File: config.mk
export PLATFORM = sky130hd
export DESIGN_NAME = relay_contact_fault_monitor_core
export DESIGN_NICKNAME = d
export VERILOG_FILES = /design/src/rtl/rcfm_pkg.sv /design/src/rtl/rcfm_cfg.sv /design/src/rtl/rcfm_lane.sv /design/src/rtl/rcfm_merge.sv /design/src/rtl/relay_contact_fault_monitor_core.sv
export SDC_FILE = /design/constraint.sdc
export NUM_CORES = 1
export LEC_CHECK = 0
export ABC_AREA = 1
export BUFFER_PORTS_ARGS = -buffer_cell sky130_fd_sc_hd__buf_4
export CAP_MARGIN = 5
export CORE_MARGIN = 2
export CORE_UTILIZATION = 35
export CTS_BUF_LIST = sky130_fd_sc_hd__clkbuf_4 sky130_fd_sc_hd__clkbuf_8
export DETAILED_ROUTE_END_ITERATION = 10
export SETUP_SLACK_MARGIN = 0.1
export SLEW_MARGIN = 20
export SYNTH_ARGS = -nofsm -noshare
export SYNTH_HDL_FRONTEND = slang
export SYNTH_SLANG_ARGS = --single-unit
File: constraint.sdc
create_clock -name clk -period 2.26 [get_ports clk]
set_input_delay 0.226 -clock clk [delete_from_list [all_inputs] [get_ports clk]]
set_output_delay 0.226 -clock clk [all_outputs]
set_load 0.02 [all_outputs]
File: src/rtl/rcfm_pkg.sv
// shared types, constants and codes for the relay contact fault monitor
package rcfm_pkg;

  localparam int RELAY_COUNT = 16;
  localparam int TIMER_WIDTH = 16;
  localparam int LANE_W      = (RELAY_COUNT > 1) ? $clog2(RELAY_COUNT) : 1;
  localparam int INDEX_W     = 5;
  localparam int COIL_W      = 16;
  localparam int TYPE_W      = 16;
  localparam int ACTIVE_W    = 5;
  localparam int SETTLE_W    = 16;
  localparam int ADDR_W      = 4;
  localparam int DATA_W      = 32;

  localparam logic [ACTIVE_W-1:0] ACTIVE_RESET = ACTIVE_W'(16);
  localparam logic [SETTLE_W-1:0] SETTLE_RESET = SETTLE_W'(100);

  typedef enum logic [1:0] {
    OP_SET_COIL     = 2'd0,
    OP_TICK         = 2'd1,
    OP_READ_CONTACT = 2'd2,
    OP_READ_FAULT   = 2'd3
  } op_t;

  typedef enum logic [1:0] {
    CONTACT_OPEN      = 2'd0,
    CONTACT_CLOSED    = 2'd1,
    CONTACT_ERROR     = 2'd2,
    CONTACT_BAD_INDEX = 2'd3
  } contact_t;

  typedef enum logic [1:0] {
    FAULT_FUNCTIONAL = 2'd0,
    FAULT_WELDED     = 2'd1,
    FAULT_STUCK_OPEN = 2'd2,
    FAULT_BAD_INDEX  = 2'd3
  } fault_t;

  typedef enum logic [1:0] {
    REG_CONTACT_TYPE = 2'd0,
    REG_ACTIVE       = 2'd1,
    REG_SETTLE       = 2'd2,
    REG_ENABLE       = 2'd3
  } reg_idx_t;

  typedef struct packed {
    logic [TYPE_W-1:0]   contact_type_mask;
    logic [ACTIVE_W-1:0] active_relays;
    logic [SETTLE_W-1:0] settle_ticks;
    logic                monitor_enabled;
  } cfg_t;

  typedef struct packed {
    logic                   set_en;
    logic                   coil_on;
    logic                   tick_en;
    logic                   active;
    logic                   sample;
    logic                   type_nc;
    logic [TIMER_WIDTH-1:0] load_value;
  } lane_ctrl_t;

  typedef struct packed {
    logic coil;
    logic coil_nxt;
    logic feedback;
    logic fault;
    logic settled;
    logic type_nc;
  } lane_stat_t;

endpackage

File: src/rtl/rcfm_cfg.sv
// configuration register file behind the apb-style port
module rcfm_cfg (
  input  logic                        clk,
  input  logic                        rst_n,
  input  logic                        psel,
  input  logic                        penable,
  input  logic                        pwrite,
  input  logic [rcfm_pkg::ADDR_W-1:0] paddr,
  input  logic [rcfm_pkg::DATA_W-1:0] pwdata,
  output logic [rcfm_pkg::DATA_W-1:0] prdata,
  output logic                        pready,
  output rcfm_pkg::cfg_t              cfg
);
  import rcfm_pkg::*;

  cfg_t     cfg_r;
  cfg_t     cfg_nxt;
  reg_idx_t reg_sel;
  logic     wr_en;

  assign reg_sel = reg_idx_t'(paddr[ADDR_W-1:2]);
  assign wr_en   = psel && penable && pwrite;
  assign pready  = 1'b1;
  assign cfg     = cfg_r;

  always_comb begin
    cfg_nxt = cfg_r;
    if (wr_en) begin
      unique case (reg_sel)
        REG_CONTACT_TYPE: cfg_nxt.contact_type_mask = pwdata[TYPE_W-1:0];
        REG_ACTIVE:       cfg_nxt.active_relays     = pwdata[ACTIVE_W-1:0];
        REG_SETTLE:       cfg_nxt.settle_ticks      = pwdata[SETTLE_W-1:0];
        REG_ENABLE:       cfg_nxt.monitor_enabled   = pwdata[0];
      endcase
    end
  end

  always_comb begin
    unique case (reg_sel)
      REG_CONTACT_TYPE: prdata = DATA_W'(cfg_r.contact_type_mask);
      REG_ACTIVE:       prdata = DATA_W'(cfg_r.active_relays);
      REG_SETTLE:       prdata = DATA_W'(cfg_r.settle_ticks);
      REG_ENABLE:       prdata = DATA_W'(cfg_r.monitor_enabled);
    endcase
  end

  always_ff @(posedge clk) begin
    if (!rst_n) begin
      cfg_r.contact_type_mask <= '0;
      cfg_r.active_relays     <= ACTIVE_RESET;
      cfg_r.settle_ticks      <= SETTLE_RESET;
      cfg_r.monitor_enabled   <= 1'b1;
    end else begin
      cfg_r <= cfg_nxt;
    end
  end

endmodule

File: src/rtl/rcfm_lane.sv
// one relay: coil, feedback and fault bits plus its settle countdown
module rcfm_lane (
  input  logic                 clk,
  input  logic                 rst_n,
  input  rcfm_pkg::lane_ctrl_t ctrl,
  output rcfm_pkg::lane_stat_t stat
);
  import rcfm_pkg::*;

  logic                   coil_r, coil_nxt;
  logic                   feedback_r, feedback_nxt;
  logic                   fault_r, fault_nxt;
  logic [TIMER_WIDTH-1:0] count_r, count_nxt;

  always_comb begin
    coil_nxt     = coil_r;
    feedback_nxt = feedback_r;
    fault_nxt    = fault_r;
    count_nxt    = count_r;
    if (ctrl.set_en) begin
      coil_nxt  = ctrl.coil_on;
      count_nxt = ctrl.load_value;
    end else if (ctrl.tick_en) begin
      // inactive relays read back zero feedback and keep their count
      feedback_nxt = ctrl.active && ctrl.sample;
      fault_nxt    = coil_r ^ feedback_nxt ^ ctrl.type_nc;
      if (ctrl.active && (count_r != '0)) begin
        count_nxt = count_r - TIMER_WIDTH'(1);
      end
    end
  end

  always_ff @(posedge clk) begin
    if (!rst_n) begin
      coil_r     <= 1'b0;
      feedback_r <= 1'b0;
      fault_r    <= 1'b0;
      count_r    <= '0;
    end else begin
      coil_r     <= coil_nxt;
      feedback_r <= feedback_nxt;
      fault_r    <= fault_nxt;
      count_r    <= count_nxt;
    end
  end

  assign stat.coil     = coil_r;
  assign stat.coil_nxt = coil_nxt;
  assign stat.feedback = feedback_r;
  assign stat.fault    = fault_r;
  assign stat.settled  = (count_r == '0);
  assign stat.type_nc  = ctrl.type_nc;

endmodule

File: src/rtl/rcfm_merge.sv
// picks the addressed lane, classifies it and registers the result beat
module rcfm_merge (
  input  logic                                clk,
  input  logic                                rst_n,
  input  logic                                accept,
  input  rcfm_pkg::op_t                       op,
  input  logic [rcfm_pkg::INDEX_W-1:0]        relay_sel,
  input  rcfm_pkg::lane_stat_t                stat [rcfm_pkg::RELAY_COUNT],
  output logic                                out_valid,
  output logic [rcfm_pkg::COIL_W-1:0]         out_coil_outputs,
  output logic [1:0]                          out_contact_status,
  output logic [1:0]                          out_fault_status
);
  import rcfm_pkg::*;

  logic [RELAY_COUNT-1:0] coil_vec;
  lane_stat_t             sel;
  logic                   idx_ok;
  contact_t               contact;
  fault_t                 fault;
  logic                   valid_r;
  logic [COIL_W-1:0]      coil_r;
  contact_t               contact_r;
  fault_t                 fault_r;

  always_comb begin
    for (int i = 0; i < RELAY_COUNT; i++) begin
      coil_vec[i] = stat[i].coil_nxt;
    end
  end

  assign idx_ok = (32'(relay_sel) < RELAY_COUNT);
  assign sel    = stat[relay_sel[LANE_W-1:0]];

  always_comb begin
    contact = CONTACT_OPEN;
    fault   = FAULT_FUNCTIONAL;
    if (op == OP_READ_CONTACT) begin
      priority if (!idx_ok)                  contact = CONTACT_BAD_INDEX;
      else if (sel.fault && sel.settled)     contact = CONTACT_ERROR;
      else if (sel.feedback)                 contact = CONTACT_CLOSED;
      else                                   contact = CONTACT_OPEN;
    end
    if (op == OP_READ_FAULT) begin
      // still settling reads as functional
      priority if (!idx_ok)                                 fault = FAULT_BAD_INDEX;
      else if (!sel.settled)                                fault = FAULT_FUNCTIONAL;
      else if (!sel.coil && (sel.feedback != sel.type_nc))  fault = FAULT_WELDED;
      else if (sel.coil && (sel.feedback == sel.type_nc))   fault = FAULT_STUCK_OPEN;
      else                                                  fault = FAULT_FUNCTIONAL;
    end
  end

  always_ff @(posedge clk) begin
    if (!rst_n) begin
      valid_r <= 1'b0;
    end else begin
      valid_r <= accept;
    end
  end

  always_ff @(posedge clk) begin
    if (accept) begin
      coil_r    <= COIL_W'(coil_vec);
      contact_r <= contact;
      fault_r   <= fault;
    end
  end

  assign out_valid          = valid_r;
  assign out_coil_outputs   = coil_r;
  assign out_contact_status = contact_r;
  assign out_fault_status   = fault_r;

endmodule

File: src/rtl/relay_contact_fault_monitor_core.sv
// top level: config port, one lane per relay and the result merge stage
// latency: a result beat appears on the cycle after start is taken
// throughput: one item per cycle; busy stays low, lane state updates at the accept edge
// state updates and the addressed-lane readout share that same edge
// reset (rst_n low, synchronous) clears coils, feedback, faults and all countdowns
// and loads the register defaults; results are strobed once and cannot be stalled
module relay_contact_fault_monitor_core (
  input  logic                         clk,
  input  logic                         rst_n,
  input  logic                         psel,
  input  logic                         penable,
  input  logic                         pwrite,
  input  logic [rcfm_pkg::ADDR_W-1:0]  paddr,
  input  logic [rcfm_pkg::DATA_W-1:0]  pwdata,
  output logic [rcfm_pkg::DATA_W-1:0]  prdata,
  output logic                         pready,
  input  logic                         start,
  output logic                         busy,
  input  logic [1:0]                   in_operation,
  input  logic [rcfm_pkg::INDEX_W-1:0] in_relay_sel,
  input  logic                         in_coil_on,
  input  logic [15:0]                  in_feedback_sample,
  output logic                         out_valid,
  output logic [rcfm_pkg::COIL_W-1:0]  out_coil_outputs,
  output logic [1:0]                   out_contact_status,
  output logic [1:0]                   out_fault_status
);
  import rcfm_pkg::*;

  cfg_t                   cfg;
  op_t                    op;
  logic                   accept;
  lane_ctrl_t             ctrl [RELAY_COUNT];
  lane_stat_t             stat [RELAY_COUNT];
  logic [RELAY_COUNT-1:0] coil_now;

  assign busy   = 1'b0;
  assign accept = start && !busy;
  assign op     = op_t'(in_operation);

  rcfm_cfg u_cfg (
    .clk     (clk),
    .rst_n   (rst_n),
    .psel    (psel),
    .penable (penable),
    .pwrite  (pwrite),
    .paddr   (paddr),
    .pwdata  (pwdata),
    .prdata  (prdata),
    .pready  (pready),
    .cfg     (cfg)
  );

  for (genvar i = 0; i < RELAY_COUNT; i++) begin : g_lane
    always_comb begin
      ctrl[i].set_en     = accept && (op == OP_SET_COIL) &&
                           (in_relay_sel == INDEX_W'(i));
      ctrl[i].coil_on    = in_coil_on;
      ctrl[i].tick_en    = accept && (op == OP_TICK) && cfg.monitor_enabled;
      // an active count above the lane count simply enables every lane
      ctrl[i].active     = (32'(cfg.active_relays) > i);
      ctrl[i].sample     = in_feedback_sample[i];
      ctrl[i].type_nc    = cfg.contact_type_mask[i];
      ctrl[i].load_value = TIMER_WIDTH'(cfg.settle_ticks);
    end

    assign coil_now[i] = stat[i].coil;

    rcfm_lane u_lane (
      .clk   (clk),
      .rst_n (rst_n),
      .ctrl  (ctrl[i]),
      .stat  (stat[i])
    );
  end

  rcfm_merge u_merge (
    .clk                (clk),
    .rst_n              (rst_n),
    .accept             (accept),
    .op                 (op),
    .relay_sel          (in_relay_sel),
    .stat               (stat),
    .out_valid          (out_valid),
    .out_coil_outputs   (out_coil_outputs),
    .out_contact_status (out_contact_status),
    .out_fault_status   (out_fault_status)
  );

  a_beat_per_item: assert property (@(posedge clk) disable iff (!rst_n)
    $past(rst_n) |-> (out_valid == $past(accept)))
    else $error("result beat does not match accepted item");

  a_contact_only_on_read: assert property (@(posedge clk) disable iff (!rst_n)
    (out_valid && (out_contact_status != CONTACT_OPEN)) |->
      ($past(in_operation) == OP_READ_CONTACT))
    else $error("contact status set on a non contact read");

  a_fault_only_on_read: assert property (@(posedge clk) disable iff (!rst_n)
    (out_valid && (out_fault_status != FAULT_FUNCTIONAL)) |->
      ($past(in_operation) == OP_READ_FAULT))
    else $error("fault status set on a non fault read");

  a_bad_set_ignored: assert property (@(posedge clk) disable iff (!rst_n)
    (accept && (op == OP_SET_COIL) && (32'(in_relay_sel) >= RELAY_COUNT)) |=>
      (coil_now == $past(coil_now)))
    else $error("out of range coil write changed a coil");

  a_reads_keep_coils: assert property (@(posedge clk) disable iff (!rst_n)
    (accept && ((op == OP_READ_CONTACT) || (op == OP_READ_FAULT) || (op == OP_TICK))) |=>
      (coil_now == $past(coil_now)))
    else $error("coil changed on an item that does not drive coils");

endmodule

**Word level (Yosys, flattened, before mapping)**

Cells that the tools add are included.

- Flip-flop bits (word level): 363
- Bits of input ports: 66
- Word-level logic and storage cells: 413

- $add $sub $neg: 16
- $lt $le $gt $ge: 18
- Eq/ne operators: 23
- Mux-type cells: 75
- Bitwise operators: 49
- Reduce and logical (&&, ||, !) cells: 160

Operator list:

| kind | count |
|---|---|
| $mux W16 | 48 |
| $logic_not A16 Y1 | 16 |
| $reduce_bool A16 Y1 | 16 |
| $sub A16 B1 Y16 const B | 16 |
| $pmux W32 S4 | 1 |
| $reduce_and A2 Y1 | 36 |
| $reduce_bool A2 Y1 | 32 |
| $logic_and A1 B1 Y1 | 56 |
| $eq A5 B4 Y1 const B | 8 |
| $gt A5 B4 Y1 const B | 8 |
| $xor A1 B1 Y1 | 32 |
| $bmux W6 S4 | 1 |
| $eq A5 B3 Y1 const B | 4 |
| $gt A5 B3 Y1 const B | 4 |
| $mux W1 | 17 |
| $not A1 Y1 | 16 |
| $mux W2 | 6 |
| $mux W6 | 2 |
| $eq A5 B2 Y1 const B | 2 |
| $gt A5 B1 Y1 const B | 2 |
| $gt A5 B2 Y1 const B | 2 |
| $eq A2 B2 Y1 const B | 4 |
| $eq A5 B1 Y1 const B | 1 |
| $ge A5 B5 Y1 const B | 1 |
| other kinds (8) | 10 |

**Depth between registers and ports, before layout**

- Depth in word-level cells: 13
- Mapped depth: 16
- Depth with buffers taken out: 15

**Hierarchy**

From an unflattened synthesis, not the netlist that was laid out.

- Cells, all modules: 4288
- Area, all modules: 25610.8 um2

Modules (own cells, without submodules):

| module | instances | cells an instance | area each (um2) | seq. area each (um2) |
|---|---|---|---|---|
| rcfm_lane at g_lane[0].u_lane ... | 14 | 228 | 1340.0 | 380.4 |
| rcfm_lane at g_lane[8].u_lane ... | 2 | 236 | 1448.9 | 380.4 |
| rcfm_cfg | 1 | 285 | 1914.3 | 760.7 |
| rcfm_merge | 1 | 264 | 1701.6 | 620.6 |
| relay_contact_fault_monitor_core | 1 | 75 | 336.6 | 0.0 |

**Worst setup path before layout**

No wires, ideal clock.

- Path type: reg-to-reg
- Start point: reg g_lane[3].u_lane.count_r[0]
- End point: reg g_lane[3].u_lane.count_r[14]
- Data arrival time: 1.627 ns
- Required time: 2.150 ns
- Path slack: 0.523 ns
- Stages on the path, launching flop included: 13
- Buffers on the path: 0
- Path through: dfxtp_1 > inv_1 > ha_1 > inv_1 > nor3_1 > nand2_1 > nor2_1 > nand4_1 > xor2_1 > nand2_1 > o221ai_1 > nand2_1 > inv_1

- Cells in the longest elaborated chain, start to end: 4
- Elaborated cells between the ends (all ways): 8
- Those cells by class: add/sub: 1; mux: 3; reduce/logical: 4

RTL lines:

| item | RTL line | source |
|---|---|---|
| from (decl) | rcfm_lane.sv:13 | `logic [TIMER_WIDTH-1:0] count_r, count_nxt;` |
| from (signal assigned) | rcfm_lane.sv:43 | `count_r <= count_nxt;` |
| $sub A16 B1 Y16 / $reduce_bool A16 Y1 (equally long branches) | rcfm_lane.sv:28, rcfm_lane.sv:27 |  |
| $mux W16 / $logic_and A1 B1 Y1 (equally long branches) | rcfm_lane.sv:27 | `if (ctrl.active && (count_r != '0)) begin` |
| $mux W16 / $reduce_bool A2 Y1 (equally long branches) | n/a |  |
| $mux W16 / $reduce_and A2 Y1 (equally long branches) | n/a |  |

Parallel ways exist; a longest one is shown, timed or not. The select of a mux whose other input is x is not followed.
A chain may end at the register's enable or synchronous reset.

**Final worst setup path**

- Start point: reg g_lane[2].u_lane.count_r[0]
- End point: reg u_merge.contact_r[0], in the netlist u_merge.out_contact_status[0], data pin

- Cells in the longest elaborated chain, start to end: 7

RTL lines:

| item | RTL line | source |
|---|---|---|
| from (decl) | rcfm_lane.sv:13 |  |
| from (signal assigned) | rcfm_lane.sv:43 |  |
| $logic_not A16 Y1 | rcfm_lane.sv:51 | `assign stat.settled = (count_r == '0);` |
| $bmux W6 S4 | rcfm_merge.sv:33 | `assign sel = stat[relay_sel[LANE_W-1:0]];` |
| $mux W6 (not written as such) (2 in series) | rcfm_merge.sv:33 |  |
| $logic_and A1 B1 Y1 | rcfm_merge.sv:40 | `else if (sel.fault && sel.settled) contact = CONTACT_ERROR;` |
| $mux W2 | rcfm_merge.sv:40 |  |
| $mux W2 | rcfm_merge.sv:39 | `priority if (!idx_ok) contact = CONTACT_BAD_INDEX;` |
| to (signal assigned) | rcfm_merge.sv:65 | `contact_r <= contact;` |
| to (decl) | rcfm_merge.sv:23 | `contact_t contact_r;` |

Every way passes these cells. The select of a mux whose other input is x is not followed.

==> out/qor.json <==
{
  "run_status": "completed",
  "grt_util_all_layers_pct": 23.8,
  "startpoint_type": "register",
  "portBuffers": 84,
  "layout_setup_ws_ns": 0.141,
  "layout-area-overhead-vs-synth_pct": 19.2,
  "syn_inst_count": 3039,
  "leading_cell_type_by_number_of_instances_after_synthesis": "sky130_fd_sc_hd__nand2_1",
  "yosys-top-cells-count": "sky130_fd_sc_hd__nand2_1 (795), sky130_fd_sc_hd__dfxtp_1 (343), sky130_fd_sc_hd__inv_1 (321)",
  "detailroute.via_count": 21020,
  "ctsHtreeMaxLevel": 3,
  "max_cap_violations": 0,
  "synth_top_cells_by_area": "sky130_fd_sc_hd__dfxtp_1 (33%), sky130_fd_sc_hd__nand2_1 (14%), sky130_fd_sc_hd__inv_1 (5.8%)",
  "hold_crit_start": "paddr[2]",
  "die_h_um": 248,
  "hold_viol": 0,
  "sequentialPowerShare_pct": 22.5,
  "dpl_worst_slack_ns": -0.0169,
  "die_area_mm2": 0.0617,
  "maximum_buffer_depth_of_the_clock_tree": 3,
  "clock_insertion_delay_worst_skew_ns": 0.66,
  "initial_core_utilization_pct": 35.4,
  "drc": 0,
  "ys_types": 52,
  "transition_time_at_the_pin_with_the_least_slew_margin_ns": 0.783,
  "postRouteAntennaNets": 0,
  "syn-cell-area_mm2": 0.0209,
  "fin_skew_ns": 0.0492,
  "yosysTopAreaCell": "sky130_fd_sc_hd__dfxtp_1",
  "clkPwrFrac_pct": 14.7,
  "critPathCaptureType": "register",
  "setup.worst_path.class": "register to register",
  "crit_path_start": "g_lane[2].u_lane.count_r[0]",
  "fraction_of_synthesis_flops_using_an_asynchronous_set_or_reset_pin_pct": 0,
  "portion_of_total_power_attributed_to_combinational_logic_pct": 62.8,
  "number_of_buffers_created_by_cts": 69,
  "dominant_combinational_cell_family_by_area_after_synthesis": "simple AND/OR/NAND/NOR gates",
  "placed_cells": 3914,
  "mean_number_of_vias_per_cell": 5.15,
  "cts_sinks": 363,
  "row_count": 89,
  "postSynth.topFlopCell": "sky130_fd_sc_hd__dfxtp_1",
  "grt_max_degree": 144,
  "timing.reg2reg.setup_slack_ns": 0.14,
  "finalWirelength_um": 73700,
  "layout.nets": 3349,
  "wire_per_inst_um": 18.1,
  "worst_r2r_startpoint": "g_lane[2].u_lane.count_r[0]",
  "drive_above_1_share_pct": 13.3,
  "clock_tree_from_tritoncts": "done",
  "first_pass_iters": 8,
  "synth-edff-count": 20,
  "timing.hold.worst.class": "primary input to register",
  "synth.area.mux_share_pct": 0,
  "report.final.slew_viol_count": 0,
  "yosys_warnings": 0,
  "synth-xor-area-share_pct": 7.80,
  "power.internal_mw": 24.2,
  "seq_area_frac_synth_pct": 35.7,
  "switching_power_as_a_share_of_total_power_pct": 48.8,
  "worst_setup_hold_path_clk_slew_ns": 0.06,
  "ctsRootBufferMaster": "sky130_fd_sc_hd__clkbuf_8",
  "netSwitchingPower_mw": 23.1,
  "number_of_antenna_violations_at_the_first_check_in_global_routing": 2,
  "chipWidth_um": 248,
  "syn_area_per_cell_um2": 6.87,
  "synth-compound-area-share_pct": 17.2,
  "power_density_mw_per_mm2": 1900,
  "ys_seq_elements": 363,
  "drt_iter0_markers": 1803,
  "post_synth_and_or_nand_nor_area_fraction_pct": 27.6,
  "fmax_mhz": 472,
  "setup_violations": 0,
  "crit_fanout": 5,
  "dp_hpwl_um": 51500,
  "core_area_mm2": 0.0590,
  "critical_path_required_ns": 2.77,
  "total_power_mw": 47.2,
  "static_leak_nw": 11.4,
  "ir_worst_vdd_mv": 1.24,
  "slew_headroom_pct": 47.8,
  "grt_pass1_vias": 19369,
  "ios": 121,
  "post_layout_nonfiller_instances": 4078,
  "finalWorstPathRequiredPeriod_ns": 2.12,
  "globalRouteOverflowTotal": 0,
  "min_period_over_period_pct": 93.7,
  "wire_length_of_the_first_global_routing_pass_um": 113000,
  "worst-endpoint-arrival_ns": 2.63,
  "finalWeightedCongestion": 0.928,
  "synth_top_cell_area_share_pct": 32.9,
  "synth-adder-area-share_pct": 1.92,
  "rsz_0062_raised_after_global_routing": "true"
}
flip-flops by register name, summed over array words and instances (netlist names):
signal and count:
g_lane.u_lane.coil_r 16, g_lane.u_lane.count_r 256, g_lane.u_lane.fault_r 16, g_lane.u_lane.feedback_r 16, u_cfg.cfg 38, u_merge.out_coil_outputs 16, u_merge.out_contact_status 2, u_merge.out_fault_status 2
u_merge.out_valid 1
worst max-delay path, stage by stage, from the launching register on:
cell,delay (ns)
sky130_fd_sc_hd__dfxtp_1,0.32
sky130_fd_sc_hd__inv_1,0.09
sky130_fd_sc_hd__ha_1,0.22
sky130_fd_sc_hd__nand3_1,0.08
sky130_fd_sc_hd__nor2_1,0.06
sky130_fd_sc_hd__nand3_1,0.12
sky130_fd_sc_hd__nand2_1,0.09
sky130_fd_sc_hd__nor2_1,0.20
sky130_fd_sc_hd__nor2_1,0.06
sky130_fd_sc_hd__nor2_1,0.20
sky130_fd_sc_hd__nand2_1,0.16
sky130_fd_sc_hd__nand2_1,0.14
sky130_fd_sc_hd__nand2_1,0.09
sky130_fd_sc_hd__a21oi_1,0.14
stage by stage:
step	hold slack [ns]	TNS, ns	instance area, µm²	util, %
after detailed placement	0.452	-0.0287	23000	38.9
after global placement	0.448	-0.0371	23000	38.9
after global routing	0.0996	0	24900	42.2
after CTS	0.00976	0	24800	42.1
final	0.0434	0	24900	42.2
after floorplan	0.319	0	21000	-
layout by cell type, fill, tap and decap left out, types with 18 or more instances in the layout:
cell	netlist	routed
sky130_fd_sc_hd__nand2_1	795	793
sky130_fd_sc_hd__dfxtp_1	343	343
sky130_fd_sc_hd__inv_1	321	316
sky130_fd_sc_hd__nor2_1	318	313
sky130_fd_sc_hd__buf_4	28	209
sky130_fd_sc_hd__o21ai_0	182	180
sky130_fd_sc_hd__a21oi_1	151	150
sky130_fd_sc_hd__xor2_1	123	123
sky130_fd_sc_hd__nand3_1	100	100
sky130_fd_sc_hd__a31oi_1	95	95
sky130_fd_sc_hd__clkbuf_8	0	85
sky130_fd_sc_hd__o221ai_1	64	64
sky130_fd_sc_hd__xnor2_1	63	63
sky130_fd_sc_hd__nor3_1	50	50
sky130_fd_sc_hd__o211ai_1	38	38
sky130_fd_sc_hd__dlygate4sd3_1	0	37
sky130_fd_sc_hd__ha_1	32	32
sky130_fd_sc_hd__nand4_1	30	30
sky130_fd_sc_hd__inv_2	23	25
sky130_fd_sc_hd__o22ai_1	26	25
sky130_fd_sc_hd__clkbuf_4	0	25
sky130_fd_sc_hd__edfxtp_1	20	20
sky130_fd_sc_hd__conb_1	2	18
path summary, 6_finish.rpt:
kind / end / cells past startpoint
setup / recovery: u_merge.out_contact_status[0] / 13
hold / removal: u_cfg.cfg[0] / 5
setup reg to reg: u_merge.out_contact_status[0] / 13
hold reg to reg: g_lane[7].u_lane.feedback_r / 2
area by class of cell:
type                            instances  area (µm²)
Antenna cell                            2        5.00
Clock buffer                          110        1360
Clock inverter                         13         104
Fill cell                            6187       34100
Inverter                              355        1350
Multi-Input combinational cell       2205       11500
Sequential cell                       363        7470
Tap cell                              773         967
Timing Repair Buffer                  257        2130
metal layers:
layer  GRT usage (%)  vias up  wire, µm
li1                -    10416         -
met1            33.3     9698     33600
met2            36.3      758     31600
met3            3.71      148      5630
met4            9.89        0      2870
met5               0        -         0
power groups by stage:
stage	Combinational [mW]	Sequential, mW	Clock (mW)
floorplan	23.3	10.3	0
global placement	28.8	10.7	0
detailed placement	29.0	10.7	0
CTS	29.3	10.6	7.07
global route	33.7	10.9	7.39
finish	29.7	10.6	6.96
cell families (layout without fill, tap and decap cells):
logic type	Yosys count	count (layout)
simple gates	1370	1370
other cells	2	20
xor+xnor	186	186
buf+inv	487	735
compound gates	599	599
fa+ha+maj	32	32
flops	363	363
timing repair:
item,4_1_cts,5_1_grt
resized for setup,2,20
endpoints found under the setup margin,13,48
hold buffers,37,0
endpoints found under the hold margin,96,0
cloned,0,0
setup buffers,0,2
Power figures use the tool's default switching activity.
